$ cat src/dura_pkg.sv
`default_nettype none

package dura_pkg;

    // Input operation codes.
    localparam logic [1:0] OP_TICK     = 2'd0;
    localparam logic [1:0] OP_ECHO_ONE = 2'd1;
    localparam logic [1:0] OP_ECHO_TWO = 2'd2;

    // Sensor numbers as they appear on the trigger output and in the arm state.
    localparam logic [1:0] SENSOR_NONE = 2'd0;
    localparam logic [1:0] SENSOR_ONE  = 2'd1;
    localparam logic [1:0] SENSOR_TWO  = 2'd2;

    // Configuration register indexes.
    localparam logic [1:0] REG_WARN_DISTANCE  = 2'd0;
    localparam logic [1:0] REG_MAX_DISTANCE   = 2'd1;
    localparam logic [1:0] REG_TICKS_PER_SLOT = 2'd2;
    localparam logic [1:0] REG_LONGEST_BLINK  = 2'd3;

    // Configuration reset values.
    localparam logic [8:0] WARN_DISTANCE_RESET  = 9'd40;
    localparam logic [8:0] MAX_DISTANCE_RESET   = 9'd380;
    localparam logic [3:0] TICKS_PER_SLOT_RESET = 4'd5;
    localparam logic [3:0] LONGEST_BLINK_RESET  = 4'd4;

    // Nearest distance after reset, in cm.
    localparam logic [8:0] NEAR_RESET = 9'd300;

    // floor(x / 58) for x below 2^15 as (x * 36158) >> 21.
    localparam logic [15:0] ECHO_RECIP = 16'd36158;
    localparam int          ECHO_SHIFT = 21;

    // floor(x / 10) for x below 2^10 as (x * 205) >> 11.
    localparam logic [7:0] TENTH_RECIP = 8'd205;
    localparam int         TENTH_SHIFT = 11;

    typedef struct packed {
        logic [8:0] warn_distance;
        logic [8:0] max_distance;
        logic [3:0] ticks_per_slot;
        logic [3:0] longest_blink;
    } cfg_t;

    typedef struct packed {
        logic [3:0]  slot_ticks;
        logic [1:0]  turn;
        logic [1:0]  armed_sensor;
        logic        rise_seen;
        logic [15:0] rise_stamp;
        logic [8:0]  dist_one;
        logic [8:0]  dist_two;
        logic [8:0]  dist_near;
        logic        warn_flag;
        logic [3:0]  blink_count;
        logic        buzzer_level;
        logic        led_level;
    } state_t;

    localparam state_t STATE_RESET = '{
        slot_ticks:   4'd0,
        turn:         SENSOR_NONE,
        armed_sensor: SENSOR_NONE,
        rise_seen:    1'b0,
        rise_stamp:   16'd0,
        dist_one:     9'd0,
        dist_two:     9'd0,
        dist_near:    NEAR_RESET,
        warn_flag:    1'b0,
        blink_count:  4'd0,
        buzzer_level: 1'b0,
        led_level:    1'b1
    };

    // Result beat, packed from the lowest bit: trigger_sensor first.
    typedef struct packed {
        logic       warning;
        logic [8:0] nearest_range;
        logic [8:0] range_two;
        logic [8:0] range_one;
        logic       led_off;
        logic       buzzer_on;
        logic [1:0] trigger_sensor;
    } result_t;

endpackage

`default_nettype wire

$ cat src/dura_cfg.sv
`default_nettype none

module dura_cfg (
    input  wire logic          clk,
    input  wire logic          rst_n,
    input  wire logic          write_en,
    input  wire logic [1:0]    write_index,
    input  wire logic [8:0]    write_data,
    output dura_pkg::cfg_t     cfg
);
    import dura_pkg::*;

    cfg_t cfg_reg;
    cfg_t cfg_next;

    // Register file decode.
    always_comb
    begin
        cfg_next = cfg_reg;
        if (write_en)
        begin
            unique case (write_index)
                REG_WARN_DISTANCE:  cfg_next.warn_distance  = write_data;
                REG_MAX_DISTANCE:   cfg_next.max_distance   = write_data;
                REG_TICKS_PER_SLOT: cfg_next.ticks_per_slot = write_data[3:0];
                REG_LONGEST_BLINK:  cfg_next.longest_blink  = write_data[3:0];
                default:            cfg_next = cfg_reg;
            endcase
        end
    end

    always_ff @(posedge clk or negedge rst_n)
    begin
        if (!rst_n)
        begin
            cfg_reg.warn_distance  <= WARN_DISTANCE_RESET;
            cfg_reg.max_distance   <= MAX_DISTANCE_RESET;
            cfg_reg.ticks_per_slot <= TICKS_PER_SLOT_RESET;
            cfg_reg.longest_blink  <= LONGEST_BLINK_RESET;
        end
        else
        begin
            cfg_reg <= cfg_next;
        end
    end

    assign cfg = cfg_reg;

endmodule

`default_nettype wire

$ cat src/dura_step.sv
`default_nettype none

module dura_step (
    input  wire dura_pkg::cfg_t   cfg,
    input  wire dura_pkg::state_t cur,
    input  wire logic [1:0]       operation,
    input  wire logic [15:0]      edge_time,
    output dura_pkg::state_t      nxt,
    output dura_pkg::result_t     result
);
    import dura_pkg::*;

    logic [3:0]  slot_limit;
    logic [4:0]  ticks_inc;
    logic        slot_fire;
    logic [1:0]  turn_next;
    logic [8:0]  near_sel;
    logic [16:0] tenth_prod;
    logic [5:0]  near_tenth;
    logic [5:0]  period_raw;
    logic [3:0]  blink_top;
    logic [3:0]  period;
    logic [4:0]  blink_inc;
    logic        warn_next;
    logic [15:0] echo_width;
    logic [30:0] echo_prod;
    logic [9:0]  echo_dist;
    logic        echo_match;

    // Slot timing: a zero slot length acts as one tick.
    assign slot_limit = (cfg.ticks_per_slot == 4'd0) ? 4'd1 : cfg.ticks_per_slot;
    assign ticks_inc  = {1'b0, cur.slot_ticks} + 5'd1;
    assign slot_fire  = (operation == OP_TICK) && (ticks_inc >= {1'b0, slot_limit});

    // The sensors take turns; the first slot after reset serves sensor one.
    assign turn_next = (cur.turn == SENSOR_ONE) ? SENSOR_TWO : SENSOR_ONE;

    // Nearer reading when both readings are nonzero, otherwise the previous nearest distance.
    always_comb
    begin
        if ((cur.dist_one <= cur.dist_two) && (cur.dist_one != 9'd0))
            near_sel = cur.dist_one;
        else if ((cur.dist_two < cur.dist_one) && (cur.dist_two != 9'd0))
            near_sel = cur.dist_two;
        else
            near_sel = cur.dist_near;
    end

    assign warn_next = (near_sel <= cfg.warn_distance);

    // Blink period is nearest/10 + 1, clamped to the longest blink setting.
    assign tenth_prod = 17'(near_sel) * 17'(TENTH_RECIP);
    assign near_tenth = tenth_prod[TENTH_SHIFT +: 6];
    assign period_raw = near_tenth + 6'd1;
    assign blink_top  = (cfg.longest_blink == 4'd0) ? 4'd1 : cfg.longest_blink;
    assign period     = (period_raw > {2'b00, blink_top}) ? blink_top : period_raw[3:0];
    assign blink_inc  = {1'b0, cur.blink_count} + 5'd1;

    // Echo pulse width in half microseconds, halved, divided by 58.
    assign echo_width = edge_time - cur.rise_stamp;
    assign echo_prod  = 31'(echo_width[15:1]) * 31'(ECHO_RECIP);
    assign echo_dist  = echo_prod[ECHO_SHIFT +: 10];
    assign echo_match = ((operation == OP_ECHO_ONE) || (operation == OP_ECHO_TWO))
                        && (cur.armed_sensor == operation);

    // Next state.
    always_comb
    begin
        nxt = cur;
        if (operation == OP_TICK)
        begin
            nxt.slot_ticks = slot_fire ? 4'd0 : ticks_inc[3:0];
            if (slot_fire)
            begin
                nxt.turn         = turn_next;
                nxt.armed_sensor = turn_next;
                nxt.rise_seen    = 1'b0;
                nxt.dist_near    = near_sel;
                nxt.warn_flag    = warn_next;
                if (warn_next)
                begin
                    if (blink_inc >= {1'b0, period})
                    begin
                        nxt.blink_count  = 4'd0;
                        nxt.buzzer_level = ~cur.buzzer_level;
                        nxt.led_level    = ~cur.led_level;
                    end
                    else
                    begin
                        nxt.blink_count = blink_inc[3:0];
                    end
                end
                else
                begin
                    nxt.buzzer_level = 1'b0;
                    nxt.led_level    = 1'b1;
                end
            end
        end
        else if (echo_match)
        begin
            if (!cur.rise_seen)
            begin
                nxt.rise_stamp = edge_time;
                nxt.rise_seen  = 1'b1;
            end
            else
            begin
                // Readings beyond the maximum keep the old distance.
                if (echo_dist <= {1'b0, cfg.max_distance})
                begin
                    if (operation == OP_ECHO_ONE)
                        nxt.dist_one = echo_dist[8:0];
                    else
                        nxt.dist_two = echo_dist[8:0];
                end
                nxt.rise_seen    = 1'b0;
                nxt.armed_sensor = SENSOR_NONE;
            end
        end
    end

    // Result beat shows the state after this item.
    always_comb
    begin
        result.trigger_sensor = slot_fire ? turn_next : SENSOR_NONE;
        result.buzzer_on      = nxt.buzzer_level;
        result.led_off        = nxt.led_level;
        result.range_one      = nxt.dist_one;
        result.range_two      = nxt.dist_two;
        result.nearest_range  = nxt.dist_near;
        result.warning        = nxt.warn_flag;
    end

endmodule

`default_nettype wire

$ cat src/dual_ultrasonic_ranging_alarm_top.sv
// Dual ultrasonic ranging proximity alarm.
//
// Input beats on s_*: s_tuser carries the operation (tick, echo edge of
// sensor one, echo edge of sensor two), s_tdata the timer value of the edge.
// Each accepted input beat gives exactly one result beat on m_*, carrying the
// trigger pulse request, buzzer and LED levels, both ranges, the nearest range
// and the warning flag as they stand after that beat.
// The cfg_* channel writes the four setting registers; it is always ready and
// should only be used while no beat is in flight.
//
// The input register loads at the accepting edge and the whole update runs
// combinationally from it into the result register, which loads once it is
// free or being read. Throughput is one beat per cycle while the receiver
// takes results; the state update of one beat is ready for the next beat in
// the following cycle.
// When the receiver stalls, the result register holds its beat and the input
// register takes one more beat before s_tready drops.
// Reset clears both pipeline registers, returns the settings to their defaults
// and puts the ranging state in its idle form with the LED dark.
`default_nettype none

module dual_ultrasonic_ranging_alarm_top (
    input  wire logic        clk,
    input  wire logic        rst_n,
    input  wire logic        s_tvalid,
    output      logic        s_tready,
    input  wire logic [15:0] s_tdata,   // [15:0] edge_time
    input  wire logic [1:0]  s_tuser,   // [1:0] operation
    output      logic        m_tvalid,
    input  wire logic        m_tready,
    output      logic [31:0] m_tdata,   // [1:0] trigger_sensor, [2] buzzer_on,
                                        // [3] led_off, [12:4] range_one,
                                        // [21:13] range_two, [30:22] nearest_range,
                                        // [31] warning
    input  wire logic        cfg_valid,
    output      logic        cfg_ready,
    input  wire logic [1:0]  cfg_index,
    input  wire logic [8:0]  cfg_data
);
    import dura_pkg::*;

    cfg_t        cfg;
    state_t      state_reg;
    state_t      state_next;
    result_t     result_next;
    result_t     out_reg;
    logic        out_valid_reg;
    logic        in_valid_reg;
    logic [1:0]  in_op_reg;
    logic [15:0] in_time_reg;
    logic        advance;
    logic        in_take;

    assign cfg_ready = 1'b1;

    dura_cfg u_cfg (
        .clk         (clk),
        .rst_n       (rst_n),
        .write_en    (cfg_valid),
        .write_index (cfg_index),
        .write_data  (cfg_data),
        .cfg         (cfg)
    );

    dura_step u_step (
        .cfg       (cfg),
        .cur       (state_reg),
        .operation (in_op_reg),
        .edge_time (in_time_reg),
        .nxt       (state_next),
        .result    (result_next)
    );

    // The held beat moves on when the result register is free or being read.
    assign advance  = in_valid_reg && (!out_valid_reg || m_tready);
    assign s_tready = !in_valid_reg || advance;
    assign in_take  = s_tvalid && s_tready;

    // Input register.
    always_ff @(posedge clk or negedge rst_n)
    begin
        if (!rst_n)
        begin
            in_valid_reg <= 1'b0;
        end
        else if (in_take)
        begin
            in_valid_reg <= 1'b1;
        end
        else if (advance)
        begin
            in_valid_reg <= 1'b0;
        end
    end

    always_ff @(posedge clk)
    begin
        if (in_take)
        begin
            in_op_reg   <= s_tuser;
            in_time_reg <= s_tdata;
        end
    end

    // Ranging state commits when its beat moves to the result register.
    always_ff @(posedge clk or negedge rst_n)
    begin
        if (!rst_n)
        begin
            state_reg <= STATE_RESET;
        end
        else if (advance)
        begin
            state_reg <= state_next;
        end
    end

    // Result register.
    always_ff @(posedge clk or negedge rst_n)
    begin
        if (!rst_n)
        begin
            out_valid_reg <= 1'b0;
        end
        else if (advance)
        begin
            out_valid_reg <= 1'b1;
        end
        else if (m_tready)
        begin
            out_valid_reg <= 1'b0;
        end
    end

    always_ff @(posedge clk)
    begin
        if (advance)
        begin
            out_reg <= result_next;
        end
    end

    assign m_tvalid = out_valid_reg;
    assign m_tdata  = out_reg;

    // A pending rise stamp belongs to an armed sensor.
    assert property (@(posedge clk) disable iff (!rst_n)
        state_reg.rise_seen |-> (state_reg.armed_sensor != SENSOR_NONE))
    else $error("rise flag set with no sensor armed");

    // A fired trigger arms that same sensor.
    assert property (@(posedge clk) disable iff (!rst_n)
        (advance && (result_next.trigger_sensor != SENSOR_NONE))
        |=> (state_reg.armed_sensor == out_reg.trigger_sensor))
    else $error("triggered sensor not armed");

    // Without a warning the buzzer is silent and the LED is dark.
    assert property (@(posedge clk) disable iff (!rst_n)
        !state_reg.warn_flag |-> (!state_reg.buzzer_level && state_reg.led_level))
    else $error("alarm outputs active without warning");

    // Input is refused only while both registers hold beats and output stalls.
    assert property (@(posedge clk) disable iff (!rst_n)
        !s_tready |-> (in_valid_reg && out_valid_reg && !m_tready))
    else $error("input stalled with room in the pipeline");

    // A beat delivered with no new one behind it empties the result register.
    assert property (@(posedge clk) disable iff (!rst_n)
        (out_valid_reg && m_tready && !advance) |=> !out_valid_reg)
    else $error("result beat repeated");

endmodule

`default_nettype wire

$ cat config.mk
export PLATFORM = sky130hd
export DESIGN_NAME = dual_ultrasonic_ranging_alarm_top
export DESIGN_NICKNAME = d
export VERILOG_FILES = /design/src/dura_pkg.sv /design/src/dura_cfg.sv /design/src/dura_step.sv /design/src/dual_ultrasonic_ranging_alarm_top.sv
export SDC_FILE = /design/constraint.sdc
export NUM_CORES = 1
export LEC_CHECK = 0
export ABC_AREA = 1
export CORE_MARGIN = 1
export CORE_UTILIZATION = 50
export DETAILED_ROUTE_END_ITERATION = 8
export DONT_BUFFER_PORTS = 1
export PLACE_DENSITY = 0.75
export SYNTH_ARGS = -nofsm -noshare
export SYNTH_HDL_FRONTEND = slang
export SYNTH_SLANG_ARGS = --single-unit
$ cat constraint.sdc
create_clock -name clk -period 14.7 [get_ports clk]
set_clock_uncertainty 0.05 [all_clocks]
set_input_delay 0.735 -clock clk [delete_from_list [all_inputs] [get_ports clk]]
set_output_delay 0.735 -clock clk [all_outputs]
set_load 0.01 [all_outputs]
== After elaboration in Yosys (flattened, before gate mapping) ==
Index checks and enable logic that the tools add are counted.

* Flip-flop bits (word level): 137
* Bits in latches: 0
* Memory bits (writable): 0
* Bits in read-only memories: 0
* Output and inout bits: 35
* Memories: 0

* Add/subtract/negate cells: 4
* $mul: 2
* Divide/modulo/power cells: 0
* Order comparisons: 7
* Equal/unequal tests: 8
* Shift-type cells: 0
* Mux-type cells: 28
* Bitwise logic cells: 4
* Reductions and logical operators: 31

{| class="wikitable"
|+ Operator list
! cell !! count
|-
| $mux 18 || 3
|-
| $mux 16 || 3
|-
| $mux 37 || 1
|-
| $mux 9 || 4
|-
| $mul 15x15->30 const B || 1
|-
| $mux 4 || 6
|-
| $le 9x9->1 || 2
|-
| $reduce_bool 9->1 || 2
|-
| $mul 9x8->17 const B || 1
|-
| $sub 16x16->16 || 1
|-
| $reduce_and 4->1 || 3
|-
| $add 4x1->5 const B || 2
|-
| $ge 5x4->1 || 2
|-
| $le 10x9->1 || 1
|-
| $reduce_and 2->1 || 5
|-
| $lt 9x9->1 || 1
|-
| $logic_not 4->1 || 2
|-
| $mux 2 || 4
|-
| $reduce_bool 2->1 || 4
|-
| $add 6x1->6 const B || 1
|-
| $eq 2x1->1 const B || 3
|-
| $eq 2x2->1 const B || 3
|-
| $gt 6x4->1 || 1
|-
| $logic_and 1x1->1 || 6
|-
| 9 further kinds || 22
|}

== Logic depth before layout (Yosys ltp) ==
Gate-level depths: netlist of run 1.

* Word-level depth: 13
* Depth in mapped cells: 54
* Gate-level depth less buffers: 54

== By module ==
A second synthesis of run 1 with hierarchy kept.

* Cells, all modules: 1649
* Area total of the unflattened synthesis: 13978.4 sq um

{| class="wikitable"
|+ By module, submodules not included
! module !! times used !! cells an instance !! area each (sq um) !! seq. area each (sq um)
|-
| dura_step || 1 || 1214 || 8881.0 || 0.0
|-
| dual_ultrasonic_ranging_alarm_top || 1 || 318 || 3971.3 || 3034.2
|-
| dura_cfg || 1 || 117 || 1126.1 || 664.4
|}

== Worst setup path before layout of run 1 ==
OpenSTA, ideal clock, no wires.

* Path type: register to register
* From: reg in_time_reg[0]
* To: reg out_reg (netlist bit m_tdata[10]), data pin
* Data arrival time: 8.027 ns
* Required time: 14.395 ns
* Setup slack: 6.368 ns
* Stages on the path, launching flop included: 47
* Buffers on the path: 1
* Clock period less this slack: 8.332 ns
* Cell sequence: edfxtp_1 nor2_1 inv_1 fa_1 a21oi_1 nor2_1 nor2_1 o21ai_1 nand2_1 nand2_1 a21oi_1 o21ai_1 a21oi_1 o21bai_1 a21oi_1 o21bai_1 xnor2_1 inv_1 [11 not listed] a21oi_1 nand2_1 nand4_1 nand2_1 nand2_1 nand2_1 xor2_1 inv_1 ha_1 nand3_1 nor3b_2 nand2_1 nand2_1 nand2_1 buf_4 nand2_2 nand2_1 and2_1

{| class="wikitable"
|+ RTL lines
! element !! RTL line !! RTL
|-
| start, declared || dual_ultrasonic_ranging_alarm_top.sv:50 || <nowiki>logic [15:0] in_time_reg;</nowiki>
|-
| start signal, assigned || dual_ultrasonic_ranging_alarm_top.sv:101 || <nowiki>in_time_reg <= s_tdata;</nowiki>
|-
| end signal, assigned || dual_ultrasonic_ranging_alarm_top.sv:139 || <nowiki>out_reg <= result_next;</nowiki>
|-
| end, declared || dual_ultrasonic_ranging_alarm_top.sv:46 || <nowiki>result_t out_reg;</nowiki>
|}

==> results.toml, run 1 <==
[worst_setup_path]
cp.required_ns = 14.82
r2r_slack_ns = 4.76
r2r_cells = 45
max_stage_delay_ns = 0.53
crit_slowest_cell = "fa_1"
end_kind = "register"
crit_family = "adder cells"
r2r_start = "in_time_reg[0]"
arrival_ns = 10.06
worst-path-buf-inv = 5
crit_type = "reg2reg"
startpoint_type = "register"
cp_max_fo = 20
r2r-end = "m_tdata[11]"
crit_top_cell = "nand2_1"

[placed_design]
dpl.hpwl_um = 23200
io_buffers = 0
routabilityCongestion = 0.914

[synthesis]
netlist_instances = 1516
netlist_area_mm2 = 0.0132
synthTopCellsByArea = "ha_1 (21%), fa_1 (14%), dfrtp_1 (13%), edfxtp_1 (11%), inv_1 (9.6%)"
ys_seq_elements = 137
synth.distinct_cells = 48
yosysWarnings = 0
synth_area_per_cell_um2 = 8.71
synthArstFlopShare = 0.635
yosys_most_used_dff = "dfrtp_1"
yosysTopAreaCell = "ha_1"
syn_nets = 1860
yosysSeqAreaShare = 0.280
synth_edf_count = 50
synth_top_area_frac = 0.206

[route]
avgRoutedWirePerCell_um = 15.4
met2_length_um = 13800
top_layer = "met5"
vias = 9860
vias_per_cell = 5.28
drtIter0Drc = 589
wirelength_um = 28800
drt_pass1_iterations = 5
met1Wirelength_um = 13000
wl_met3_um = 1140
drc = 0
detail-route-antenna-nets = 0

[floorplanning]
die_area_mm2 = 0.0271
num_rows = 59
ios = 69
die_x_um = 164
fp.coreArea_mm2 = 0.0260
initial_utilization = 0.508
die_h_um = 164

[finish]
largest_reg_flops = 59
layout_common_cells = "inv_1 (337), nand2_1 (272), ha_1 (217)"
nNetsFinal = 1864
antenna-diode-count = 0
area_growth_pct = 7.22
layout-drive-gt1-share = 0.0568
fillers = 2281
final_common_cell = "inv_1"

[clock_network]
clk_pin_slew_ns = 0.06
numClockSinks = 137
tritoncts = "yes"
cts_htree_levels = 4
clk_latency_ns = 0.43
cts_made_buffers = 17
cts_root_buffer = "clkbuf_16"
ctsResizeCount = 0
clockBufferDepth = 2

[timing]
setup_violations = 0
tightest_slew_ns = 1.17
setup_tns_ns = 0
fmax_mhz = 101
period_needed_ns = 9.94
finalMaxSlewViolations = 0
finalCritPeriodShare = 0.676
rsz0062_at_grt = "no"
relSlewSlack = 0.221
finalHoldViolCount = 0

[min_path]
min_path_type = "in2async"

[grt]
overflow = 0
grt_pass1_vias = 10048
grt_max_degree = 72
grt_usage = 0.232
antenna_found_initial = 2
grt_pass1_wl_um = 48900

[outcome]
status = "completed"

[run]
max-cap-violations = 0
==> layer usage <==
| layer | GRT usage | up-vias |
|---|---|---|
| met5 | 0 | - |
| met4 | 0.0817 | 4 |
| met3 | 0.0382 | 61 |
| met2 | 0.395 | 236 |
| met1 | 0.296 | 4706 |
| li1 | - | 4853 |
==> logic make-up (layout without fill, tap and decap cells) <==
logic type	after synthesis	in the layout	synth area share
AO/OA/AOI/OAI	190	190	0.0807
multiplexers	1	1	0.000853
buffers and inverters	358	375	0.102
flip-flops	137	137	0.280
other	1	1	0.000284
AND/OR/NAND/NOR	484	484	0.166
adder cells (fa/ha/maj)	310	310	0.347
XOR/XNOR	35	35	0.0232
==> metrics by stage <==
step / utilization / hold WS (ns) / setup WS [ns] / instances / cell area, um2
after global placement: 0.522 / 0.398 / 5.12 / 1835 / 13600
after global routing: 0.545 / 0.0902 / 3.89 / 1868 / 14200
after CTS: 0.545 / 0.0900 / 4.80 / 1868 / 14200
final: 0.545 / 0.107 / 4.76 / 1868 / 14200
after floorplan: - / 0.389 / 6.37 / 1516 / 13200
after detailed placement: 0.522 / 0.397 / 4.94 / 1835 / 13600
==> layout make-up <==
| type | count | area [um2] | share of cell area |
|---|---|---|---|
| clock inverter | 10 | 93.8 | 0.00663 |
| clock buffer | 22 | 474 | 0.0335 |
| inverter | 340 | 1280 | 0.0902 |
| timing repair buffer | 3 | 42.5 | 0.00301 |
| sequential | 137 | 3700 | 0.261 |
| tap | 335 | 419 | 0.0296 |
| multi-input combinational | 1021 | 8150 | 0.576 |
==> worst register-to-register path: cells and delay by family (launching register included) <==
family | cells | cell delay [ns]
flip-flops | 1 | 0.39
XOR/XNOR | 2 | 0.65
AO/OA/AOI/OAI | 8 | 1.13
buffers and inverters | 5 | 0.52
adder cells (fa/ha/maj) | 9 | 3.99
AND/OR/NAND/NOR | 21 | 2.97
==> worst max-delay path by stage <==
stage / start / end / slack, ns / depth (start not counted)
after floorplan: in_time_reg[0] / m_tdata[10] / 6.37 / 46
after global placement: in_time_reg[0] / m_tdata[6] / 5.12 / 45
after detailed placement: in_time_reg[0] / m_tdata[10] / 4.94 / 45
after CTS: in_time_reg[0] / m_tdata[11] / 4.80 / 45
after global routing: in_time_reg[0] / state_reg[29] / 3.89 / 48
final: in_time_reg[0] / m_tdata[11] / 4.76 / 45
==> cells in the mapped netlist, drive strengths merged (3+ instances only) <==
master	instances
nand3	72
ha	217
dfrtp	71
buf	5
o21ai	77
nand4	14
nor3	10
o21bai	7
o21a	3
o221ai	5
and2	11
a21oi	71
xor2	25
nor2	71
a31oi	3
xnor2	10
dfstp	16
edfxtp	50
fa	93
nand3b	8
nand2	290
a21o	7
o22ai	3
inv	340
nor4	6
clkbuf	13
a211oi	4
==> timing repair <==
action                    4_1_cts  5_1_grt
hold endpoints to repair       71        0
hold buffers                    1        0
buffers inserted                0        0
Power of run 1 is not shown: default switching activity piles up to over one toggle a cycle in this logic, so the estimate is an artifact.
==> run 2, diff against run 1 <==
Settings changed: ABC_AREA 1 to 0.
Clock period 14.7 ns to 9.75 ns, I/O delays scaled along.
==> run 2 against run 1 <==
  * The flow now finishes with violations (negative setup slack)
  * Global-route usage rose by 1.5 points
  * First-iteration DRC count did not move
  * Core utilization rose by 6.3 points
  * Sequential cell count did not move
  * Critical path depth fell by 2
  * Die area fell by 2.8%
  * Final area rose by 8.2%
  * Area after synthesis fell by 2.8%
  * Setup slack got worse by 5.0 ns
  * Fmax fell by 0.62%
  * Via count fell by 4.5%
  * Cell count fell by 8.1%
==> results.toml, run 2 <==
[outcome]
status = "finished with violations"
violations = "negative setup slack"

[timing]
finalCritPeriodShare = 1.03
relSlewSlack = 0.246
rsz0062_at_grt = "yes"
setup_violations = 36
whs_ns = 0.104
fmax_mhz = 100
finalMaxSlewViolations = 0
period_needed_ns = 10.00
finalHoldViolCount = 0
finalWorstSetupSlack_ns = -0.251
setup_tns_ns = -6.94
tightest_slew_ns = 1.11

[clock_network]
tritoncts = "yes"
clk_pin_slew_ns = 0.06
clockBufferDepth = 2
numClockSinks = 137
cts_made_buffers = 17
cts_root_buffer = "clkbuf_16"
cts_htree_levels = 4
clk_latency_ns = 0.43

[finish]
largest_reg_flops = 59
antenna-diode-count = 0
layout_common_cells = "inv_1 (228), ha_1 (204), buf_4 (124)"
area_growth_pct = 19.4
fin_cells = 1716
final_common_cell = "inv_1"
layout-drive-gt1-share = 0.239
nNetsFinal = 1717

[floorplanning]
die_h_um = 162
die_area_mm2 = 0.0263
ios = 69
initial_utilization = 0.509
fp.coreArea_mm2 = 0.0252
num_rows = 58
die_x_um = 162

[synthesis]
yosysSeqAreaShare = 0.288
yosysTopAreaCell = "ha_1"
synthTopCellsByCount = "inv_1 (235), ha_1 (217), fa_1 (93), nand2_1 (81), dfrtp_1 (71)"
synth_most_common_cell = "inv_1"
synth_edf_count = 50
synthTopCellsByArea = "ha_1 (21%), fa_1 (15%), dfrtp_1 (14%), edfxtp_1 (12%), inv_1 (6.9%)"
ys_seq_elements = 137
netlist_instances = 1234
syn_nets = 1578
synthArstFlopShare = 0.635
yosysWarnings = 0
synth_top_area_frac = 0.212
netlist_area_mm2 = 0.0128
synth.distinct_cells = 73
synth_area_per_cell_um2 = 10.4
yosys_most_used_dff = "dfrtp_1"

[grt]
overflow = 0
grt_pass1_vias = 9641
grt_pass1_wl_um = 50100
antenna_found_initial = 0
grt_usage = 0.247
grt_max_degree = 88

[worst_setup_path]
arrival_ns = 10.26
cp_max_fo = 9
r2r_slack_ns = -0.25
r2r_start = "in_time_reg[0]"
max_stage_delay_ns = 0.59
r2r-end = "state_reg[30]"
end_kind = "register"
r2r_cells = 43
startpoint_type = "register"
cp.required_ns = 10.01
crit_slowest_cell = "or4_4"
crit_type = "reg2reg"

[route]
detail-route-antenna-nets = 0
wirelength_um = 31300
vias = 9415
drt_pass1_iterations = 8
avgRoutedWirePerCell_um = 18.2
drtIter0Drc = 589
vias_per_cell = 5.49
drc = 0

[placed_design]
routabilityCongestion = 0.923
place_ws_ns = -0.480
dp.cells = 1653
dpl.hpwl_um = 24200
io_buffers = 0

[min_path]
min_path_type = "in2reg"
min_path_cells = 0
worstHoldStart = "s_tdata[1]"
whs_endpoint = "in_time_reg[1]"

[run]
max-cap-violations = 0
[run 2: changes by cell type after synthesis, sizes merged, moves of 25 or more]
| cell | before | now |
|---|---|---|
| a21oi | 71 | 40 |
| inv | 340 | 237 |
| mux2 | 1 | 58 |
| nand2 | 290 | 82 |
| nand3 | 72 | 26 |
| nor2 | 71 | 46 |
[run 2: cells by family (layout without fill, tap and decap cells)]
logic type	count (synthesis)	after routing	share of synthesized area
other	1	1	0.000292
buffers and inverters	250	402	0.0740
and+or+nand+nor	238	238	0.0944
DFF	137	137	0.288
adders and majority gates	310	310	0.357
xor gates and xnor gates	43	43	0.0294
AOI/OAI and AO/OA	191	191	0.101
muxes	64	64	0.0559
[run 2: worst max-delay path: cells and delay by family (launching register included)]
kind | cells | cell delay, ns
mux | 2 | 0.56
compound gates | 21 | 3.28
simple gates | 5 | 1.34
fa+ha+maj | 9 | 3.58
buf+inv | 4 | 0.42
xor+xnor | 2 | 0.33
flops | 1 | 0.38
[run 2: layout make-up]
cell class | instances | area (um2)
inverter | 238 | 896
tap | 330 | 413
sequential | 137 | 3700
fill | 1976 | 9870
timing repair buffer | 132 | 1060
clock inverter | 8 | 67.6
clock buffer | 24 | 537
multi-input combinational | 847 | 8630
[run 2: through the flow]
stage                      util  instance area (um2)
after floorplan               -                12900
after global placement    0.556                14000
after detailed placement  0.556                14000
after CTS                 0.593                14900
after global routing      0.608                15300
final                     0.608                15300
[run 2: layer usage]
metal	GRT usage	vias up	wire length [um]
li1	-	4478	-
met1	0.340	4617	14400
met2	0.394	257	14500
met3	0.0416	63	1480
met4	0.0815	0	973
met5	0	-	0
[run 2: worst max path at each step]
| stage | endpoint | slack, ns | start |
|---|---|---|---|
| floorplan | m_tdata[10] | 0.0004 | in_time_reg[0] |
| global placement | state_reg[20] | -0.18 | in_time_reg[0] |
| detailed placement | state_reg[22] | -0.48 | in_time_reg[0] |
| CTS | m_tdata[8] | -0.09 | in_time_reg[0] |
| global route | state_reg[27] | -0.61 | in_time_reg[0] |
| finish | state_reg[30] | -0.25 | in_time_reg[0] |
[run 2: what timing repair did]
item                       4_1_cts  5_1_grt
setup endpoints to repair       40       44
hold buffers                     2        0
setup buffers                   10       19
pin swaps                       29       46
hold endpoints to repair        87        0
gates cloned                     0        0
resized for setup               38       46
Power of run 2 is left out for the same reason.
==> run 3, diff against run 2 <==
Settings changed: GPL_TIMING_DRIVEN from default to 0.
==> run 3 against run 2 <==
  * The run still ends with negative setup slack left
  * Fmax shrank 1.0%
  * Register-to-register slack got worse by 0.11 ns
  * Hold slack better by 0.0018 ns
  * Count of clock-buffer cells in the layout down 4
  * Final area up 1.4%
  * Die area is the same
  * Core utilization rose by 0.85 points
  * Sequential cell count is the same
  * Critical path depth shrank 5
  * Critical endpoint is now m_tdata[16]
  * Highest routed layer is now met5
==> results.toml, run 3 (synthesis results as in run 2) <==
[placed_design]
routabilityCongestion = 0.881
dpl.hpwl_um = 22100
placed_cell_area_mm2 = 0.0133
io_buffers = 0

[finish]
design_area_mm2 = 0.0155
area_growth_pct = 21.0
layout-drive-gt1-share = 0.243
fillers = 1834
nNetsFinal = 1672
final_common_cell = "inv_1"
largest_reg_flops = 59
layout_common_cells = "inv_1 (227), ha_1 (201), fa_1 (86)"
antenna-diode-count = 0
layout.core_utilization = 0.616

[timing]
fmax_mhz = 98.9
finalWorstSetupSlack_ns = -0.357
finalHoldViolCount = 0
period_needed_ns = 10.11
relSlewSlack = 0.339
setup_tns_ns = -10.24
finalCritPeriodShare = 1.04
setup_violations = 36
rsz0062_at_grt = "yes"
whs_ns = 0.105
finalMaxSlewViolations = 0
tightest_slew_ns = 0.990

[route]
vias = 9333
vias_per_cell = 5.59
wirelength_um = 31300
drtIter0Drc = 558
drc = 0
met1Wirelength_um = 13800
detail-route-antenna-nets = 0
avgRoutedWirePerCell_um = 18.7
wl_met3_um = 1550
met2_length_um = 15000
top_layer = "met5"
drt_pass1_iterations = 5

[clock_network]
cts_root_buffer = "clkbuf_16"
numClockSinks = 137
clk_latency_ns = 0.44
cts_htree_levels = 4
tritoncts = "yes"
clockBufferDepth = 2
cts_made_buffers = 17
clk_pin_slew_ns = 0.06

[grt]
grt_max_degree = 88
grt_pass1_wl_um = 48500
grt_usage = 0.237
grt_pass1_vias = 9488
overflow = 0
antenna_found_initial = 1

[worst_setup_path]
end_kind = "register"
crit_top_cell = "o21a_1"
arrival_ns = 10.24
cp-endpoint = "m_tdata[16]"
cp_max_fo = 5
crit_start = "in_time_reg[1]"
r2r-end = "m_tdata[16]"
max_stage_delay_ns = 0.59
r2r_start = "in_time_reg[1]"
crit_type = "reg2reg"
crit_slowest_cell = "fa_1"
r2r_cells = 38
cp.required_ns = 9.88
startpoint_type = "register"
r2r_slack_ns = -0.36

[floorplanning]
die_h_um = 162
num_rows = 58
initial_utilization = 0.509
fp.coreArea_mm2 = 0.0252
die_x_um = 162
ios = 69
die_area_mm2 = 0.0263

[run]
max-cap-violations = 0

[outcome]
status = "finished with violations"
violations = "negative setup slack"

[min_path]
min_path_type = "in2reg"
-- run 3: changes by cell type in the layout (fill, tap and decap cells not counted), moves of 5 or more --
cell / change
buf_6: +5
mux2_2: -28
nor2_4: +5
dfrtp_1: -6
buf_4: -60
nor2_1: -6
clkbuf_1: +6
dfrtp_2: +6
xnor2_4: +8
mux2_4: +28
xnor2_1: -10
-- run 3: area by class of cell --
cell class,count,area (um2),area share
plain buffers,11,63.8,0.00411
clock inverters,12,146,0.00943
flip-flops and latches,137,3710,0.239
well taps,330,413,0.0266
clock buffers,20,479,0.0309
repair buffers,75,654,0.0422
inverters,238,898,0.0579
multi-input cells,848,9160,0.590
-- run 3: repair_timing --
| item | 4_1_cts | 5_1_grt |
|---|---|---|
| hold buffers | 2 | 0 |
| pin swaps | 33 | 65 |
| setup endpoints to repair | 44 | 44 |
| hold endpoints to repair | 87 | 0 |
| gates cloned | 2 | 1 |
| resized for setup | 106 | 88 |
| setup buffers | 30 | 43 |
-- run 3: per-layer routing --
| metal | vias up | GRT usage |
|---|---|---|
| li1 | 4381 | - |
| met1 | 4607 | 0.316 |
| met2 | 280 | 0.387 |
| met3 | 63 | 0.0393 |
| met4 | 2 | 0.0901 |
| met5 | - | 0 |
-- run 3: worst min path at each step --
stage | endpoint | depth (start not counted) | slack, ns | startpoint
floorplan | in_valid_reg | 0 | 0.14 | rst_n
global placement | u_cfg.cfg[3] | 0 | 0.14 | rst_n
detailed placement | u_cfg.cfg[1] | 0 | 0.14 | rst_n
CTS | in_op_reg[0] | 0 | 0.09 | s_tuser[0]
global route | in_op_reg[0] | 0 | 0.09 | s_tuser[0]
finish | in_op_reg[0] | 0 | 0.11 | s_tuser[0]
-- run 3: per-stage QoR --
step                      setup WS (ns)  instances
after global placement            -1.01       1564
final                            -0.357       1671
after CTS                        -0.277       1629
after global routing             -0.625       1671
after detailed placement          -1.17       1564
after floorplan                0.000353       1234
-- run 3: worst max-delay path: cells and delay by family (launching register included) --
kind,cells,cell delay (ns)
DFF,1,0.46
muxes,2,0.52
buffers and inverters,2,0.24
AOI/OAI and AO/OA,21,3.71
and+or+nand+nor,2,0.79
xor gates and xnor gates,2,0.36
adders and majority gates,9,3.71
Power of run 3 is left out for the same reason.
